--- src/rtl/core/sst_pkg.sv ---
// Shared types and constants for the scoped symbol table.
// Holds operation and status codes, stream field layout and parameter defaults.
// No dependencies.
package sst_pkg;

  // Parameter defaults
  localparam int unsigned DEF_ENTRIES   = 64;
  localparam int unsigned DEF_LEVELS    = 16;
  localparam int unsigned DEF_KEY_BITS  = 64;
  localparam int unsigned DEF_KIND_BITS = 4;

  // Input item field widths and positions (lowest bit first)
  localparam int unsigned FUNC_W     = 2;
  localparam int unsigned KEY_W      = 64;
  localparam int unsigned KIND_W     = 4;
  localparam int unsigned FUNC_LSB   = 0;
  localparam int unsigned KEY_LSB    = FUNC_LSB + FUNC_W;
  localparam int unsigned KIND_LSB   = KEY_LSB + KEY_W;
  localparam int unsigned IN_BITS    = KIND_LSB + KIND_W;
  localparam int unsigned IN_TDATA_W = ((IN_BITS + 7) / 8) * 8;

  // Result item field widths and positions (lowest bit first)
  localparam int unsigned STATUS_W    = 3;
  localparam int unsigned FLEVEL_W    = 4;
  localparam int unsigned NUM_W       = 6;
  localparam int unsigned CUR_W       = 5;
  localparam int unsigned OUT_BITS    = STATUS_W + FLEVEL_W + NUM_W + CUR_W;
  localparam int unsigned OUT_TDATA_W = ((OUT_BITS + 7) / 8) * 8;

  typedef enum logic [FUNC_W-1:0] {
    FN_OPEN   = 2'd0,
    FN_CLOSE  = 2'd1,
    FN_INSERT = 2'd2,
    FN_LOOKUP = 2'd3
  } func_e;

  typedef enum logic [STATUS_W-1:0] {
    ST_DONE       = 3'd0,
    ST_FOUND      = 3'd1,
    ST_WRONG_TYPE = 3'd2,
    ST_NOT_FOUND  = 3'd3,
    ST_DUPLICATE  = 3'd4,
    ST_FULL       = 3'd5,
    ST_TOO_DEEP   = 3'd6,
    ST_NO_SCOPE   = 3'd7
  } status_e;

  // One result item as handed from the sequencer to the output register
  typedef struct packed {
    logic [CUR_W-1:0]    current_level;
    logic [NUM_W-1:0]    entry_number;
    logic [FLEVEL_W-1:0] found_level;
    status_e             status;
  } result_t;

endpackage

--- src/rtl/core/sst_base_store.sv ---
// Level base memory: stack top recorded when each scope level opened.
// One write port, one registered read port. Depends on sst_pkg for parameter defaults.
module sst_base_store
  import sst_pkg::*;
#(
  parameter int unsigned ENTRIES = DEF_ENTRIES,
  parameter int unsigned LEVELS  = DEF_LEVELS,
  localparam int unsigned CNT_W  = $clog2(ENTRIES + 1),
  localparam int unsigned LVL_W  = $clog2(LEVELS)
) (
  input  logic             clk_i,
  input  logic             we_i,
  input  logic [LVL_W-1:0] waddr_i,
  input  logic [CNT_W-1:0] wdata_i,
  input  logic             re_i,
  input  logic [LVL_W-1:0] raddr_i,
  output logic [CNT_W-1:0] rdata_o
);

  logic [CNT_W-1:0] mem [LEVELS];

  // Record a base
  always_ff @(posedge clk_i) begin
    if (we_i) begin
      mem[waddr_i] <= wdata_i;
    end
  end

  // Registered read
  always_ff @(posedge clk_i) begin
    if (re_i) begin
      rdata_o <= mem[raddr_i];
    end
  end

endmodule

--- config.mk ---
export PLATFORM = sky130hd
export DESIGN_NAME = sst_base_store
export DESIGN_NICKNAME = d
export VERILOG_FILES = /design/src/rtl/core/sst_pkg.sv /design/src/rtl/core/sst_base_store.sv
export SDC_FILE = /design/constraint.sdc
export NUM_CORES = 1
export LEC_CHECK = 0
export BUFFER_PORTS_ARGS = -buffer_cell sky130_fd_sc_hd__buf_2
export CORE_AREA = 2 2 127 129
export DETAILED_ROUTE_END_ITERATION = 16
export DIE_AREA = 0 0 129 131
export GPL_TIMING_DRIVEN = 0
export PLACE_DENSITY = 0.51
export SYNTH_ARGS = -nofsm -noshare
export SYNTH_HDL_FRONTEND = slang
export SYNTH_SLANG_ARGS = --single-unit
--- constraint.sdc ---
create_clock -name clk_i -period 2.95 [get_ports clk_i]
set_clock_uncertainty 0.15 [all_clocks]
set_input_delay 0.7375 -clock clk_i [delete_from_list [all_inputs] [get_ports clk_i]]
set_output_delay 0.7375 -clock clk_i [all_outputs]
set_load 0.05 [all_outputs]
==> impl_results.md, run 1 <==
* Tot Pwr at ~4.2 mW
* Post-synthesis net count at approximately 220
* Drt initial violations at between 200 and 300
* Endpoint class of the critical path: flip-flop
* Reg-to-Reg End: rdata_o[4]$_DFFE_PP_
* Syn Inst Count at around 200
* Post-DRT Antenna Nets at 0
* Outcome: finished, final reports clean
* Maximum clock path buffer count at 2
* Slew margin rel. at 0.155
* First-pass GRT wire length at approximately 14,000 microns
* Area contributors post-synth: edfxtp_1 (78%), mux4_1 (9.7%), mux4_2 (5.4%)
* Initial core utilization at 0.295
* Placed cell count at ~440
* Met1 Use GR at 0.173
* Port Buffer Count at 22
* Post-DP HPWL at 5990 microns
* Die width at about 130 microns
* Flop-to-flop setup slack at roughly 1.2 ns
* Flops & latches, synth at ~120
* Mapped Area at between 4000 and 5000 sq um
* Clock sink count at roughly 120
* Unrepaired setup endpoints after global routing: false
* PwrDens at roughly 760 nW/um^2
* Worst hold slack at 0.505 ns
* Reg2Reg Depth at 3
* CTS tree: built
* FF-to-FF Start: mem[13][4]$_DFFE_PP_
* Slew @ Worst Pin at between 1 and 1.5 ns
* Synth area leader: edfxtp_1
* Vias in the first global route at roughly 2,200
* WP data arrival at between 2 and 2.5 ns
* GR peak layer: met2
* Gr ovfl total at 0
* PostCTS Resize Cnt at 0
* Number of antenna violations at the first check in global routing at 0
* Fillers at approximately 1,500
* Vias at approximately 2,100
* Distinct cells, synth at 18
* Total negative slack at 0 ns
* Mapped Avg Cell Area at 22.7 sq um
* GRT met2 Usage at 0.177
* CTS clk-pin slew, worst paths at about 0.05 ns
* GR Util met3 at 0.0366
* Min-Delay Path Depth at 1
* CP Max Fanout at 7
* Fmax at around 400 MHz
* Chip Height at ~130 microns
* Leak pwr at ~1.8 nW
* Path type of the worst setup path: in2reg
* Clk_lat worst skew at ~0.40 ns
* Peak supply drop at approximately 460 uV
* Crit path time final at approximately 2.5 ns
* WP data required at between 2 and 3 ns
* Vias per Instance at approximately 4.5
* Final WL at 9600 microns
* Drt wl/cell at 20.3 microns
* Final setup vio count at 0
* GPL Wtd Cong at 0.709
* Seq/Total Area, Yosys at 0.777
* IO Pins at 25
* Slew Viols, Final at 0
* Final Hold Fails at 0
* Hold path endpoint: rdata_o[3]$_DFFE_PP_
* Synth Warn # at 0
* Nets@finish at roughly 260
* Die area at 16,900 sq um
* Core ar. at ~16,000 sq um
* Post-CTS Setup Inserts at 0
* Hold WC Path Type: in2reg
* Top-area cell type share of the netlist area at 0.777
* Max-cap viol count at 0
* Fin crit share at 0.841
* CTS Buf Count at 17
* Hold_sp: re_i
* Post-CTS Hold Buffers at 0
* Fin cells at between 400 and 500
* Largest net degree at the start of global routing at 17
* Synth-to-layout area growth at 21.2%
* CP startpoint kind: input port
* All-Layer GR Usage at 0.122
* Share of cells above drive strength 1 at 0.261
* DR pass1 iterations at 4
* H-tree levels at 4
* Clk root buf: clkbuf_16
* FP Rows at between 40 and 50
* Antenna diodes at 0
* DR DRC count at 0
[per-layer routing]
metal  wire length (microns)  up-vias
met5                       0        -
met4                      70        0
met1                    4760     1126
met2                    4370       53
li1                        -      958
met3                     404        6
[how the worst max path moves through the flow]
stage,slack [ns],startpoint,end,depth (start not counted)
after floorplan,0.64,waddr_i[2],mem[0][0]$_DFFE_PP_,2
after global placement,0.04,waddr_i[2],mem[0][0]$_DFFE_PP_,3
after detailed placement,-0.02,waddr_i[2],mem[0][0]$_DFFE_PP_,3
after CTS,0.41,waddr_i[2],mem[0][2]$_DFFE_PP_,3
after global routing,0.35,waddr_i[2],mem[0][5]$_DFFE_PP_,3
final,0.47,waddr_i[2],mem[0][2]$_DFFE_PP_,3
[report_power, final]
group          switching (mW)  internal, mW
Clock                   0.696          1.40
Sequential            0.00737          1.91
Combinational           0.138        0.0729
[cells by family (layout without fill, tap and decap cells)]
kind of cell	after synthesis	in the layout	share of synthesized area
compound gates	14	14	0.0228
mux	28	28	0.151
simple gates	34	34	0.0345
buf+inv	8	62	0.0150
flops	119	119	0.777
[registers in the layout, indices dropped and copies added (netlist names)]
signal and count:
mem 112, rdata_o 7
[layout make-up]
class                           count  area [sq um]  share of cell area
Multi-Input combinational cell     76           958               0.172
Sequential cell                   119          3570               0.641
Timing Repair Buffer               22           110              0.0197
Clock buffer                       20           437              0.0783
Clock inverter                     12           158              0.0283
Tap cell                          216           270              0.0485
Buffer                              8          68.8              0.0123
[worst max-delay path, cell delays in order]
cell and delay (ns):
buf_2 0.11, or3b_2 0.54, nor3_1 0.95
[cells in the mapped netlist, drive strengths merged]
| library cell | instances |
|---|---|
| nor3 | 4 |
| a22oi | 14 |
| nand2b | 2 |
| buf | 6 |
| clkbuf | 2 |
| nor2b | 2 |
| or3b | 1 |
| and2 | 1 |
| nand2 | 8 |
| mux4 | 28 |
| nor2 | 13 |
| edfxtp | 119 |
| nand3b | 2 |
| nand3 | 1 |
[per-stage QoR]
| stage | cell area [sq um] | utilization | setup slack, ns |
|---|---|---|---|
| 3_3_place_gp | 4980 | 0.319 | 0.0357 |
| 6_report | 5580 | 0.357 | 0.469 |
| 4_1_cts | 5580 | 0.357 | 0.409 |
| 3_5_place_dp | 4980 | 0.319 | -0.0175 |
| 5_1_grt | 5580 | 0.357 | 0.346 |
| 2_1_floorplan | 4600 | - | 0.640 |
[placed cells by master, fill, tap and decap left out, types with 2 or more instances in the layout]
| master | netlist | final |
|---|---|---|
| mux4_1 | 17 | 17 |
| nand2_1 | 8 | 8 |
| clkbuf_16 | 0 | 17 |
| mux4_2 | 11 | 11 |
| clkinv_1 | 0 | 2 |
| nor3_1 | 4 | 4 |
| clkinv_2 | 0 | 6 |
| nand3b_1 | 2 | 2 |
| nor2b_1 | 2 | 2 |
| a22oi_1 | 14 | 14 |
| bufinv_16 | 0 | 4 |
| edfxtp_1 | 119 | 119 |
| clkbuf_1 | 2 | 5 |
| nand2b_1 | 2 | 2 |
| buf_2 | 3 | 25 |
| nor2_1 | 13 | 13 |
Power figures use the tool's default switching activity.
==> inputs of run 2 (changes only) <==
- PLACE_DENSITY: 0.51 -> 0.52
- clock period: 2.95 -> 2.14 ns (I/O delays scaled with it)
==> run 2 against run 1 <==
Effect of this change: non-clock buffer count unchanged; die area unchanged; critical path depth unchanged; hold slack worse by 0.20 ns; total power up 39%; routed wire length down 2.7%; sequential power up 38%; final cell count unchanged; largest cell class unchanged.
==> impl_results.md, run 2 (synthesized netlist as in run 1, its figures left out) <==
* Leak pwr at around 1.8 nW
* Port Buffer Count at 22
* DR DRC count at 0
* Chip Height at 131 microns
* Drt initial violations at 110
* Slew @ Worst Pin at roughly 1.1 ns
* Core ar. at 15,600 sq um
* Post-DP HPWL at around 6000 microns
* Largest net degree at the start of global routing at 17
* Metal-1 WL at about 4600 microns
* Worst hold slack at 0.304 ns
* PwrDens at around 1000 nW/um^2
* FF-to-FF Start: mem[13][4]$_DFFE_PP_
* Number of antenna violations at the first check in global routing at 0
* Buf+Inv Stages, Crit Path at 1
* Fmax at ~520 MHz
* Slowest-stage cell, CP: nor3_1
* Fin cells at between 400 and 500
* Gr ovfl total at 0
* Slew Viols, Final at 0
* CTS Buf Count at 17
* IO Pins at 25
* Final setup vio count at 0
* Outcome: finished, final reports clean
* Most frequent cells in the layout: edfxtp_1 (119), buf_2 (25), mux4_1 (17), clkbuf_16 (17), a22oi_1 (14)
* GPL Wtd Cong at around 0.7
* FP Rows at 46
* Crit-path cells: buf_2 > nand3b_1 > nor3_1
* Placed cell count at approximately 440
* Worst setup path start: waddr_i[3]
* Clock sink count at 119
* Crit path time final at approximately 1.9 ns
* Nets@finish at roughly 260
* Share of cells above drive strength 1 at 0.272
* Fillers at between 1,000 and 1,500
* Max-cap viol count at 0
* Die width at ~130 microns
* Most common cell after layout, fill and taps aside: edfxtp_1
* Vias per Instance at around 4.5
* Final WL at slightly above 9000 microns
* Peak supply drop at approximately 520 uV
* Hold_sp: re_i
* CP Max Fanout at 7
* Met3 WL at approximately 480 microns
* Max incr delay on CP at between 0.9 and 1 ns
* Maximum clock path buffer count at 2
* CTS tree: built
* Max reg flops at between 100 and 150
* First-pass GRT wire length at about 14,000 microns
* Post-CTS Setup Inserts at 0
* All-Layer GR Usage at 0.123
* Clk_lat worst skew at between 0.4 and 0.5 ns
* Final Hold Fails at 0
* WP data arrival at ~1.8 ns
* CP delay by family, top: simple AND/OR/NAND/NOR gates
* CTS clk-pin slew, worst paths at roughly 0.050 ns
* Register name with the most flops: mem
* Routed wire length on met2 at about 4200 microns
* Clk root buf: clkbuf_16
* WP data required at approximately 2.0 ns
* CP startpoint kind: input port
* Hold WC Path Type: in2reg
* Antenna diodes at 0
* Fin crit share at 0.903
* Post-DRT Antenna Nets at 0
* H-tree levels at 4
* Endpoint class of the critical path: flip-flop
* DR pass1 iterations at 4
* Slew margin rel. at 0.228
* Max layer used: met4
* Synth-to-layout area growth at 21.8%
* Unrepaired setup endpoints after global routing: false
* Post-CTS Hold Buffers at 0
* Initial core utilization at 0.295
* Largest regs: mem (112), rdata_o (7)
* Vias in the first global route at between 2,000 and 2,500
* Die area at ~17,000 sq um
* Vias at ~2,100
* Drt wl/cell at about 20 microns
* Total negative slack at 0 ns
* Tot Pwr at between 5 and 6 mW
* Path type of the worst setup path: in2reg
==> run 2: cell count changes in the layout (fill, tap and decap cells not counted) <==
cell,previous run,this run
clkinv_1,2,1
clkinv_2,6,2
clkinv_4,0,1
clkinvlp_4,0,2
inv_6,0,2
nor3_1,4,2
nor3_2,0,2
==> run 2: final timing paths <==
check	end	cells after the start	slack [ns]
min	rdata_o[0]$_DFFE_PP_	1	0.30
min reg2reg	rdata_o[2]$_DFFE_PP_	3	0.62
max	mem[4][5]$_DFFE_PP_	3	0.21
max reg2reg	rdata_o[4]$_DFFE_PP_	3	0.47
==> run 2: what timing repair did <==
action	CTS	global route
setup endpoints to repair	7	7
gates cloned	0	0
gates resized for setup	1	1
==> run 2: metrics by stage <==
step / util / instance area, sq um / setup WS [ns]
after floorplan: - / 4600 / 0.0324
after global placement: 0.319 / 4980 / -0.544
after detailed placement: 0.319 / 4980 / -0.574
after CTS: 0.359 / 5600 / 0.0660
after global routing: 0.359 / 5600 / 0.114
final: 0.359 / 5600 / 0.208
==> run 2: power by group <==
group | internal (mW) | switching (mW) | total, mW
registers | 2.63 | 0.0102 | 2.64
logic | 0.101 | 0.190 | 0.291
clock network | 1.95 | 0.983 | 2.93
total | 4.68 | 1.18 | 5.86
==> run 2: final cells by class <==
cell class,instances,area (sq um),share of cell area
Tap cell,216,270,0.0482
Multi-Input combinational cell,76,968,0.173
Clock inverter,12,175,0.0313
Timing Repair Buffer,22,110,0.0197
Sequential cell,119,3570,0.638
Buffer,8,68.8,0.0123
Clock buffer,20,437,0.0779
==> run 2: worst reg2reg max path: cells and delay by family (launching register included) <==
kind,cells,cell delay [ns]
AOI/OAI and AO/OA,1,0.22
DFF,1,0.35
muxes,1,0.57
and+or+nand+nor,1,0.12
==> run 2: layer usage <==
metal | GRT usage | vias to the layer above
met2 | 0.175 | 62
li1 | - | 959
met4 | 0.0422 | 0
met1 | 0.170 | 1090
met5 | 0 | -
met3 | 0.0509 | 9
