==> config.mk <==
export PLATFORM = sky130hd
export DESIGN_NAME = sst_seq
export DESIGN_NICKNAME = d
export VERILOG_FILES = /design/src/rtl/core/sst_pkg.sv /design/src/rtl/core/sst_seq.sv
export SDC_FILE = /design/constraint.sdc
export NUM_CORES = 1
export LEC_CHECK = 0
export ABC_CLOCK_PERIOD_IN_PS = 3390
export CAP_MARGIN = 30
export CORE_MARGIN = 2
export CORE_UTILIZATION = 50
export CTS_CLUSTER_SIZE = 8
export DETAILED_ROUTE_END_ITERATION = 8
export DONT_BUFFER_PORTS = 1
export GPL_ROUTABILITY_DRIVEN = 0
export PLACE_DENSITY_LB_ADDON = 0.1
export SYNTH_ARGS = -nofsm -noshare
export SYNTH_HDL_FRONTEND = slang
export SYNTH_SLANG_ARGS = --single-unit
==> constraint.sdc <==
create_clock -name clk_i -period 3.39 [get_ports clk_i]
set_input_delay 0.1695 -clock clk_i [delete_from_list [all_inputs] [get_ports clk_i]]
set_output_delay 0.1695 -clock clk_i [all_outputs]
set_load 0.01 [all_outputs]
==> src/rtl/core/sst_pkg.sv <==
// Shared types and constants for the scoped symbol table.
// Holds operation and status codes, stream field layout and parameter defaults.
// No dependencies.
package sst_pkg;

  // Parameter defaults
  localparam int unsigned DEF_ENTRIES   = 64;
  localparam int unsigned DEF_LEVELS    = 16;
  localparam int unsigned DEF_KEY_BITS  = 64;
  localparam int unsigned DEF_KIND_BITS = 4;

  // Input item field widths and positions (lowest bit first)
  localparam int unsigned FUNC_W     = 2;
  localparam int unsigned KEY_W      = 64;
  localparam int unsigned KIND_W     = 4;
  localparam int unsigned FUNC_LSB   = 0;
  localparam int unsigned KEY_LSB    = FUNC_LSB + FUNC_W;
  localparam int unsigned KIND_LSB   = KEY_LSB + KEY_W;
  localparam int unsigned IN_BITS    = KIND_LSB + KIND_W;
  localparam int unsigned IN_TDATA_W = ((IN_BITS + 7) / 8) * 8;

  // Result item field widths and positions (lowest bit first)
  localparam int unsigned STATUS_W    = 3;
  localparam int unsigned FLEVEL_W    = 4;
  localparam int unsigned NUM_W       = 6;
  localparam int unsigned CUR_W       = 5;
  localparam int unsigned OUT_BITS    = STATUS_W + FLEVEL_W + NUM_W + CUR_W;
  localparam int unsigned OUT_TDATA_W = ((OUT_BITS + 7) / 8) * 8;

  typedef enum logic [FUNC_W-1:0] {
    FN_OPEN   = 2'd0,
    FN_CLOSE  = 2'd1,
    FN_INSERT = 2'd2,
    FN_LOOKUP = 2'd3
  } func_e;

  typedef enum logic [STATUS_W-1:0] {
    ST_DONE       = 3'd0,
    ST_FOUND      = 3'd1,
    ST_WRONG_TYPE = 3'd2,
    ST_NOT_FOUND  = 3'd3,
    ST_DUPLICATE  = 3'd4,
    ST_FULL       = 3'd5,
    ST_TOO_DEEP   = 3'd6,
    ST_NO_SCOPE   = 3'd7
  } status_e;

  // One result item as handed from the sequencer to the output register
  typedef struct packed {
    logic [CUR_W-1:0]    current_level;
    logic [NUM_W-1:0]    entry_number;
    logic [FLEVEL_W-1:0] found_level;
    status_e             status;
  } result_t;

endpackage

==> src/rtl/core/sst_seq.sv <==
// Sequencer of the scoped symbol table: scope state, entry scan and key compare.
// Depends on sst_pkg; drives sst_entry_store and sst_base_store.
module sst_seq
  import sst_pkg::*;
#(
  parameter int unsigned ENTRIES   = DEF_ENTRIES,
  parameter int unsigned LEVELS    = DEF_LEVELS,
  parameter int unsigned KEY_BITS  = DEF_KEY_BITS,
  parameter int unsigned KIND_BITS = DEF_KIND_BITS,
  localparam int unsigned IDX_W    = $clog2(ENTRIES),
  localparam int unsigned CNT_W    = $clog2(ENTRIES + 1),
  localparam int unsigned LVL_W    = $clog2(LEVELS),
  localparam int unsigned OL_W     = LVL_W + 1
) (
  input  logic                 clk_i,
  input  logic                 rst_ni,
  // input item
  input  logic                 in_valid_i,
  output logic                 in_ready_o,
  input  func_e                func_i,
  input  logic [KEY_BITS-1:0]  key_i,
  input  logic [KIND_BITS-1:0] kind_i,
  // result item
  output logic                 res_valid_o,
  input  logic                 res_take_i,
  output result_t              res_o,
  // entry memory
  output logic                 ent_we_o,
  output logic [IDX_W-1:0]     ent_waddr_o,
  output logic [KEY_BITS-1:0]  ent_wkey_o,
  output logic [KIND_BITS-1:0] ent_wkind_o,
  output logic [LVL_W-1:0]     ent_wlevel_o,
  output logic                 ent_re_o,
  output logic [IDX_W-1:0]     ent_raddr_o,
  input  logic [KEY_BITS-1:0]  ent_rkey_i,
  input  logic [KIND_BITS-1:0] ent_rkind_i,
  input  logic [LVL_W-1:0]     ent_rlevel_i,
  // level base memory
  output logic                 base_we_o,
  output logic [LVL_W-1:0]     base_waddr_o,
  output logic [CNT_W-1:0]     base_wdata_o,
  output logic                 base_re_o,
  output logic [LVL_W-1:0]     base_raddr_o,
  input  logic [CNT_W-1:0]     base_rdata_i
);

  typedef enum logic [2:0] {
    S_IDLE,
    S_EXEC,
    S_BASE,
    S_SCAN,
    S_LKBASE,
    S_RESP
  } state_e;

  state_e                 state_q, state_d;
  func_e                  func_q, func_d;
  logic [KEY_BITS-1:0]    key_q, key_d;
  logic [KIND_BITS-1:0]   kind_q, kind_d;
  logic signed [OL_W-1:0] open_q, open_d;
  logic [CNT_W-1:0]       top_q, top_d;
  logic [CNT_W-1:0]       base_q, base_d;
  logic [CNT_W-1:0]       ptr_q, ptr_d;
  logic                   pend_q, pend_d;
  logic [IDX_W-1:0]       pidx_q, pidx_d;
  logic [LVL_W-1:0]       lv_q, lv_d;
  status_e                st_q, st_d;
  logic [FLEVEL_W-1:0]    flv_q, flv_d;
  logic [NUM_W-1:0]       num_q, num_d;

  logic                   no_scope;
  logic                   too_deep;
  logic                   key_hit;
  logic [CNT_W-1:0]       ptr_dec;
  logic [CNT_W-1:0]       lk_num;
  logic [CNT_W-1:0]       ins_num;

  assign no_scope = open_q[OL_W-1];
  assign too_deep = (open_q == OL_W'(LEVELS - 1));
  assign key_hit  = pend_q && (ent_rkey_i == key_q);
  assign ptr_dec  = ptr_q - CNT_W'(1);
  assign lk_num   = CNT_W'(pidx_q) - base_rdata_i;
  assign ins_num  = top_q - base_q;

  assign in_ready_o  = (state_q == S_IDLE);
  assign res_valid_o = (state_q == S_RESP);

  // Current level is taken from the scope state once the step has settled
  always_comb begin
    res_o.status        = st_q;
    res_o.found_level   = flv_q;
    res_o.entry_number  = num_q;
    res_o.current_level = CUR_W'(open_q);
  end

  // Next state and memory control
  always_comb begin
    state_d = state_q;
    func_d  = func_q;
    key_d   = key_q;
    kind_d  = kind_q;
    open_d  = open_q;
    top_d   = top_q;
    base_d  = base_q;
    ptr_d   = ptr_q;
    pend_d  = 1'b0;
    pidx_d  = pidx_q;
    lv_d    = lv_q;
    st_d    = st_q;
    flv_d   = flv_q;
    num_d   = num_q;

    ent_we_o     = 1'b0;
    ent_waddr_o  = top_q[IDX_W-1:0];
    ent_wkey_o   = key_q;
    ent_wkind_o  = kind_q;
    ent_wlevel_o = open_q[LVL_W-1:0];
    ent_re_o     = 1'b0;
    ent_raddr_o  = ptr_q[IDX_W-1:0];
    base_we_o    = 1'b0;
    base_waddr_o = LVL_W'(open_q + OL_W'(1));
    base_wdata_o = top_q;
    base_re_o    = 1'b0;
    base_raddr_o = open_q[LVL_W-1:0];

    case (state_q)
      S_IDLE: begin
        // Latch the item
        if (in_valid_i) begin
          func_d  = func_i;
          key_d   = key_i;
          kind_d  = kind_i;
          st_d    = ST_DONE;
          flv_d   = '0;
          num_d   = '0;
          state_d = S_EXEC;
        end
      end
      S_EXEC: begin
        case (func_q)
          FN_OPEN: begin
            // Push a level and record the current stack top as its base
            if (too_deep) begin
              st_d = ST_TOO_DEEP;
            end else begin
              base_we_o = 1'b1;
              open_d    = open_q + OL_W'(1);
            end
            state_d = S_RESP;
          end
          FN_CLOSE, FN_INSERT: begin
            if (no_scope) begin
              st_d    = ST_NO_SCOPE;
              state_d = S_RESP;
            end else begin
              base_re_o = 1'b1;
              state_d   = S_BASE;
            end
          end
          FN_LOOKUP: begin
            // Scan from the newest entry down
            ptr_d   = top_q;
            state_d = S_SCAN;
          end
          default: state_d = S_RESP;
        endcase
      end
      S_BASE: begin
        if (func_q == FN_CLOSE) begin
          // Cut the stack back to the level's base and pop
          top_d   = base_rdata_i;
          open_d  = open_q - OL_W'(1);
          state_d = S_RESP;
        end else begin
          base_d  = base_rdata_i;
          ptr_d   = base_rdata_i;
          state_d = S_SCAN;
        end
      end
      S_SCAN: begin
        if (func_q == FN_INSERT) begin
          // Scan the innermost level upward for a duplicate
          if (key_hit) begin
            st_d    = ST_DUPLICATE;
            state_d = S_RESP;
          end else if (ptr_q < top_q) begin
            ent_re_o    = 1'b1;
            ent_raddr_o = ptr_q[IDX_W-1:0];
            ptr_d       = ptr_q + CNT_W'(1);
            pend_d      = 1'b1;
            pidx_d      = ptr_q[IDX_W-1:0];
          end else if (!pend_q) begin
            if (top_q >= CNT_W'(ENTRIES)) begin
              st_d = ST_FULL;
            end else begin
              ent_we_o = 1'b1;
              top_d    = top_q + CNT_W'(1);
              num_d    = NUM_W'(ins_num);
            end
            state_d = S_RESP;
          end
        end else begin
          // Lookup: the first hit is the innermost binding
          if (key_hit) begin
            if (ent_rkind_i != kind_q) begin
              st_d    = ST_WRONG_TYPE;
              state_d = S_RESP;
            end else begin
              base_re_o    = 1'b1;
              base_raddr_o = ent_rlevel_i;
              lv_d         = ent_rlevel_i;
              state_d      = S_LKBASE;
            end
          end else if (ptr_q != '0) begin
            ent_re_o    = 1'b1;
            ent_raddr_o = ptr_dec[IDX_W-1:0];
            ptr_d       = ptr_dec;
            pend_d      = 1'b1;
            pidx_d      = ptr_dec[IDX_W-1:0];
          end else if (!pend_q) begin
            st_d    = ST_NOT_FOUND;
            state_d = S_RESP;
          end
        end
      end
      S_LKBASE: begin
        st_d    = ST_FOUND;
        flv_d   = FLEVEL_W'(lv_q);
        num_d   = NUM_W'(lk_num);
        state_d = S_RESP;
      end
      S_RESP: begin
        // Hold the result until the output register takes it
        if (res_take_i) begin
          state_d = S_IDLE;
        end
      end
      default: state_d = S_IDLE;
    endcase
  end

  // State and registered values
  always_ff @(posedge clk_i or negedge rst_ni) begin
    if (!rst_ni) begin
      state_q <= S_IDLE;
      open_q  <= '1;
      top_q   <= '0;
      pend_q  <= 1'b0;
    end else begin
      state_q <= state_d;
      open_q  <= open_d;
      top_q   <= top_d;
      pend_q  <= pend_d;
    end
  end

  // Payload registers
  always_ff @(posedge clk_i) begin
    func_q <= func_d;
    key_q  <= key_d;
    kind_q <= kind_d;
    base_q <= base_d;
    ptr_q  <= ptr_d;
    pidx_q <= pidx_d;
    lv_q   <= lv_d;
    st_q   <= st_d;
    flv_q  <= flv_d;
    num_q  <= num_d;
  end

endmodule

==> flow_summary.yaml <==
status:
  status: "complete, no violations"
timing:
  tightest_slew_ns: 0.850
  rsz0062_at_grt: "false"
  hold_ws_ns: 0.0385
  hold_viol_final: 0
  tns_ns: 0
  slew_violations: 0
  relSlewSlack: 0.431
  fin_crit_sh: 0.942
  post-route-min-period_ns: 3.19
  fmax_mhz: 313
  setup_violations: 0
  finClkSkew_ns: 0.00830
power:
  internal_power_mw: 4.33
  pwr-share-seq: 0.376
  p_comb_frac: 0.336
  p_switching_mw: 2.55
  p_leak_nw: 3.31
  p_sw_frac: 0.370
  p_per_area_mw_per_mm2: 823
  p_clk_frac: 0.288
  peakVddDrop_uv: 460
  power_mw: 6.88
detailed_routing:
  dr.pass1.iters: 5
  drt-total-wl_mm: 18.7
  drt_iter0_markers: 306
  ant_nets: 0
  viasPerCell: 5.79
  wl_per_cell_um: 22.2
  drcViolationCount: 0
  routed-via-count: 4864
setup_path:
  start_kind: "register"
  crit_type: "reg -> out"
  crit_arrival_ns: 3.02
  path_max_fanout: 7
  cp-end-kind: "output pin"
  worstPathRequired_ns: 3.22
cts:
  root_buffer: "clkbuf_16"
  clk_latency_ns: 0.43
  htreeDepth: 4
  cts_made_buffers: 17
  cts_num_sinks: 122
  clkTransAtPathRegs_ns: 0.06
  clk_path_buf_depth: 2
  cts_tree: "done"
logic_synthesis:
  synth_warnings: 0
  synth_cells: 555
  syn_nets: 739
  synth_area_per_cell_um2: 11.8
  synth_edf_count: 106
  ys_ff_latch: 122
  synth_cell_types: 53
  synthArstFlopShare: 0.131
  synth_ff_type: "edfxtp_1"
  yosysSeqAreaShare: 0.548
  syn-cell-area_mm2: 0.00656
grt:
  track_usage: 0.265
  antenna_found_initial: 2
  first_global_vias: 4996
  grt_max_degree: 32
  overflow: 0
  grt_pass1_wl_mm: 27.9
die:
  die_h_um: 119
  start_util: 0.515
  coreArea_mm2: 0.0127
  dieArea_mm2: 0.0140
  core.rowCount: 41
  die_x_um: 119
  ioPinCount: 276
final_layout:
  syn2layout_area_growth_pct: 27.5
  final_cell_mix: "106 x edfxtp_1, 83 x dlygate4sd3_1, 78 x xor2_1"
  fin_nets: 837
  final_cells: 840
  final_common_cell: "edfxtp_1"
  fill_cells: 982
  drive_gt1_frac: 0.113
  seqCellArea_mm2: 0.00359
  multi_input_area_mm2: 0.00272
placed_design:
  hpwl_mm: 13.1
  portBuffers: 0
  placed_cells: 719
worst_hold_path:
  min_path_type: "in -> reg"
flow_run:
  cap_violations: 0
what timing repair did:
action,in CTS,in global routing
endpoints found under the hold margin,101,0
resized for setup,1,3
hold buffers,83,0
setup buffers,0,4
pin swaps,0,2
endpoints found under the setup margin,6,8
cell usage after synthesis (5+ instances only):
cell type  number  area (um^2)
nand4_1         7         43.8
ha_1           29          363
dfstp_2         5          131
inv_1          34          128
a21oi_1        24          120
mux2i_1         9         90.1
buf_4          11         82.6
o22ai_1         9         56.3
clkbuf_1       15         56.3
o41ai_1         5         43.8
nand3_1         6         30.0
edfxtp_1      106         3180
and3_1          6         37.5
nand2_1        39          146
o21ai_0        25          125
nor4_1         21          131
dfrtp_1        11          275
nand2b_1        5         31.3
xor2_1         78          683
xnor2_1        16          140
a21o_1          8         60.1
nor2_1         29          109
layer usage:
| layer | up-vias | global-route usage | wire length, um |
|---|---|---|---|
| met5 | - | 0 | 0 |
| met3 | 52 | 0.0946 | 1540 |
| li1 | 2212 | - | - |
| met1 | 2342 | 0.307 | 7200 |
| met4 | 0 | 0.126 | 651 |
| met2 | 258 | 0.439 | 9270 |
path summary, 6_finish.rpt:
| path | cells past startpoint | slack [ns] | endpoint | start |
|---|---|---|---|---|
| setup / recovery | 8 | 0.20 | ent_raddr_o[3] | ent_wkey_o[38]$_DFFE_PP_ |
| hold / removal | 2 | 0.04 | ptr_q[3]$_DFFE_PP_ | base_rdata_i[3] |
| setup reg to reg | 9 | 0.63 | ptr_q[2]$_DFFE_PP_ | ent_wkey_o[38]$_DFFE_PP_ |
| hold reg to reg | 2 | 0.56 | open_q[4]$_DFFE_PN1P_ | open_q[4]$_DFFE_PN1P_ |
| max in group asynchronous | 1 | 2.61 | base_wdata_o[2]$_DFFE_PN0P_ | rst_ni |
| min in group asynchronous | 1 | 0.28 | pend_q$_DFF_PN0_ | rst_ni |
cell type report:
type | count | share of cell area
Clock buffer | 17 | 0.0509
Antenna cell | 2 | 0.000599
Tap cell | 172 | 0.0257
Timing Repair Buffer | 108 | 0.128
Inverter | 34 | 0.0153
Sequential cell | 122 | 0.429
Clock inverter | 15 | 0.0251
Multi-Input combinational cell | 370 | 0.325
state kept, by name, indices dropped and copies added, names as in the netlist:
register,flops
pend_q,1
pidx_q,6
num_q,6
base_q,6
open_q,5
func_q,2
ptr_q,7
base_wdata_o,7
lv_q,4
flv_q,4
ent_wkind_o,4
st_q,3
ent_wkey_o,64
state_q,3
logic make-up after synthesis:
group                    synth area share
AO/OA/AOI/OAI                      0.0922
adder cells (fa/ha/maj)            0.0615
buffers and inverters              0.0426
XOR/XNOR                            0.126
flip-flops                          0.548
multiplexers                       0.0246
AND/OR/NAND/NOR                     0.106
power by group through the flow:
stage / Combinational [mW] / Sequential, mW / Clock, mW
6_report: 2.31 / 2.59 / 1.98
5_1_grt: 2.57 / 2.63 / 2.06
4_1_cts: 2.32 / 2.58 / 1.99
3_5_place_dp: 2.21 / 2.61 / 0
3_3_place_gp: 2.18 / 2.60 / 0
2_1_floorplan: 1.72 / 2.49 / 0
worst max-delay path, stage by stage (launching register included):
cell	delay (ns)
edfxtp_1	0.50
xor2_1	0.22
nor4_2	0.41
nand4_1	0.24
nor4_4	0.40
and2_4	0.25
buf_4	0.15
nor4_1	0.06
mux2_2	0.35
through the flow:
stage / area [um^2] / setup slack [ns] / utilization
floorplan: 6560 / 0.229 / -
finish: 8360 / 0.198 / 0.657
global route: 8360 / 0.0718 / 0.657
detailed placement: 6820 / 0.417 / 0.536
CTS: 8290 / 0.0972 / 0.652
global placement: 6820 / 0.434 / 0.536
Note: power is estimated with default switching activity, not from simulation.
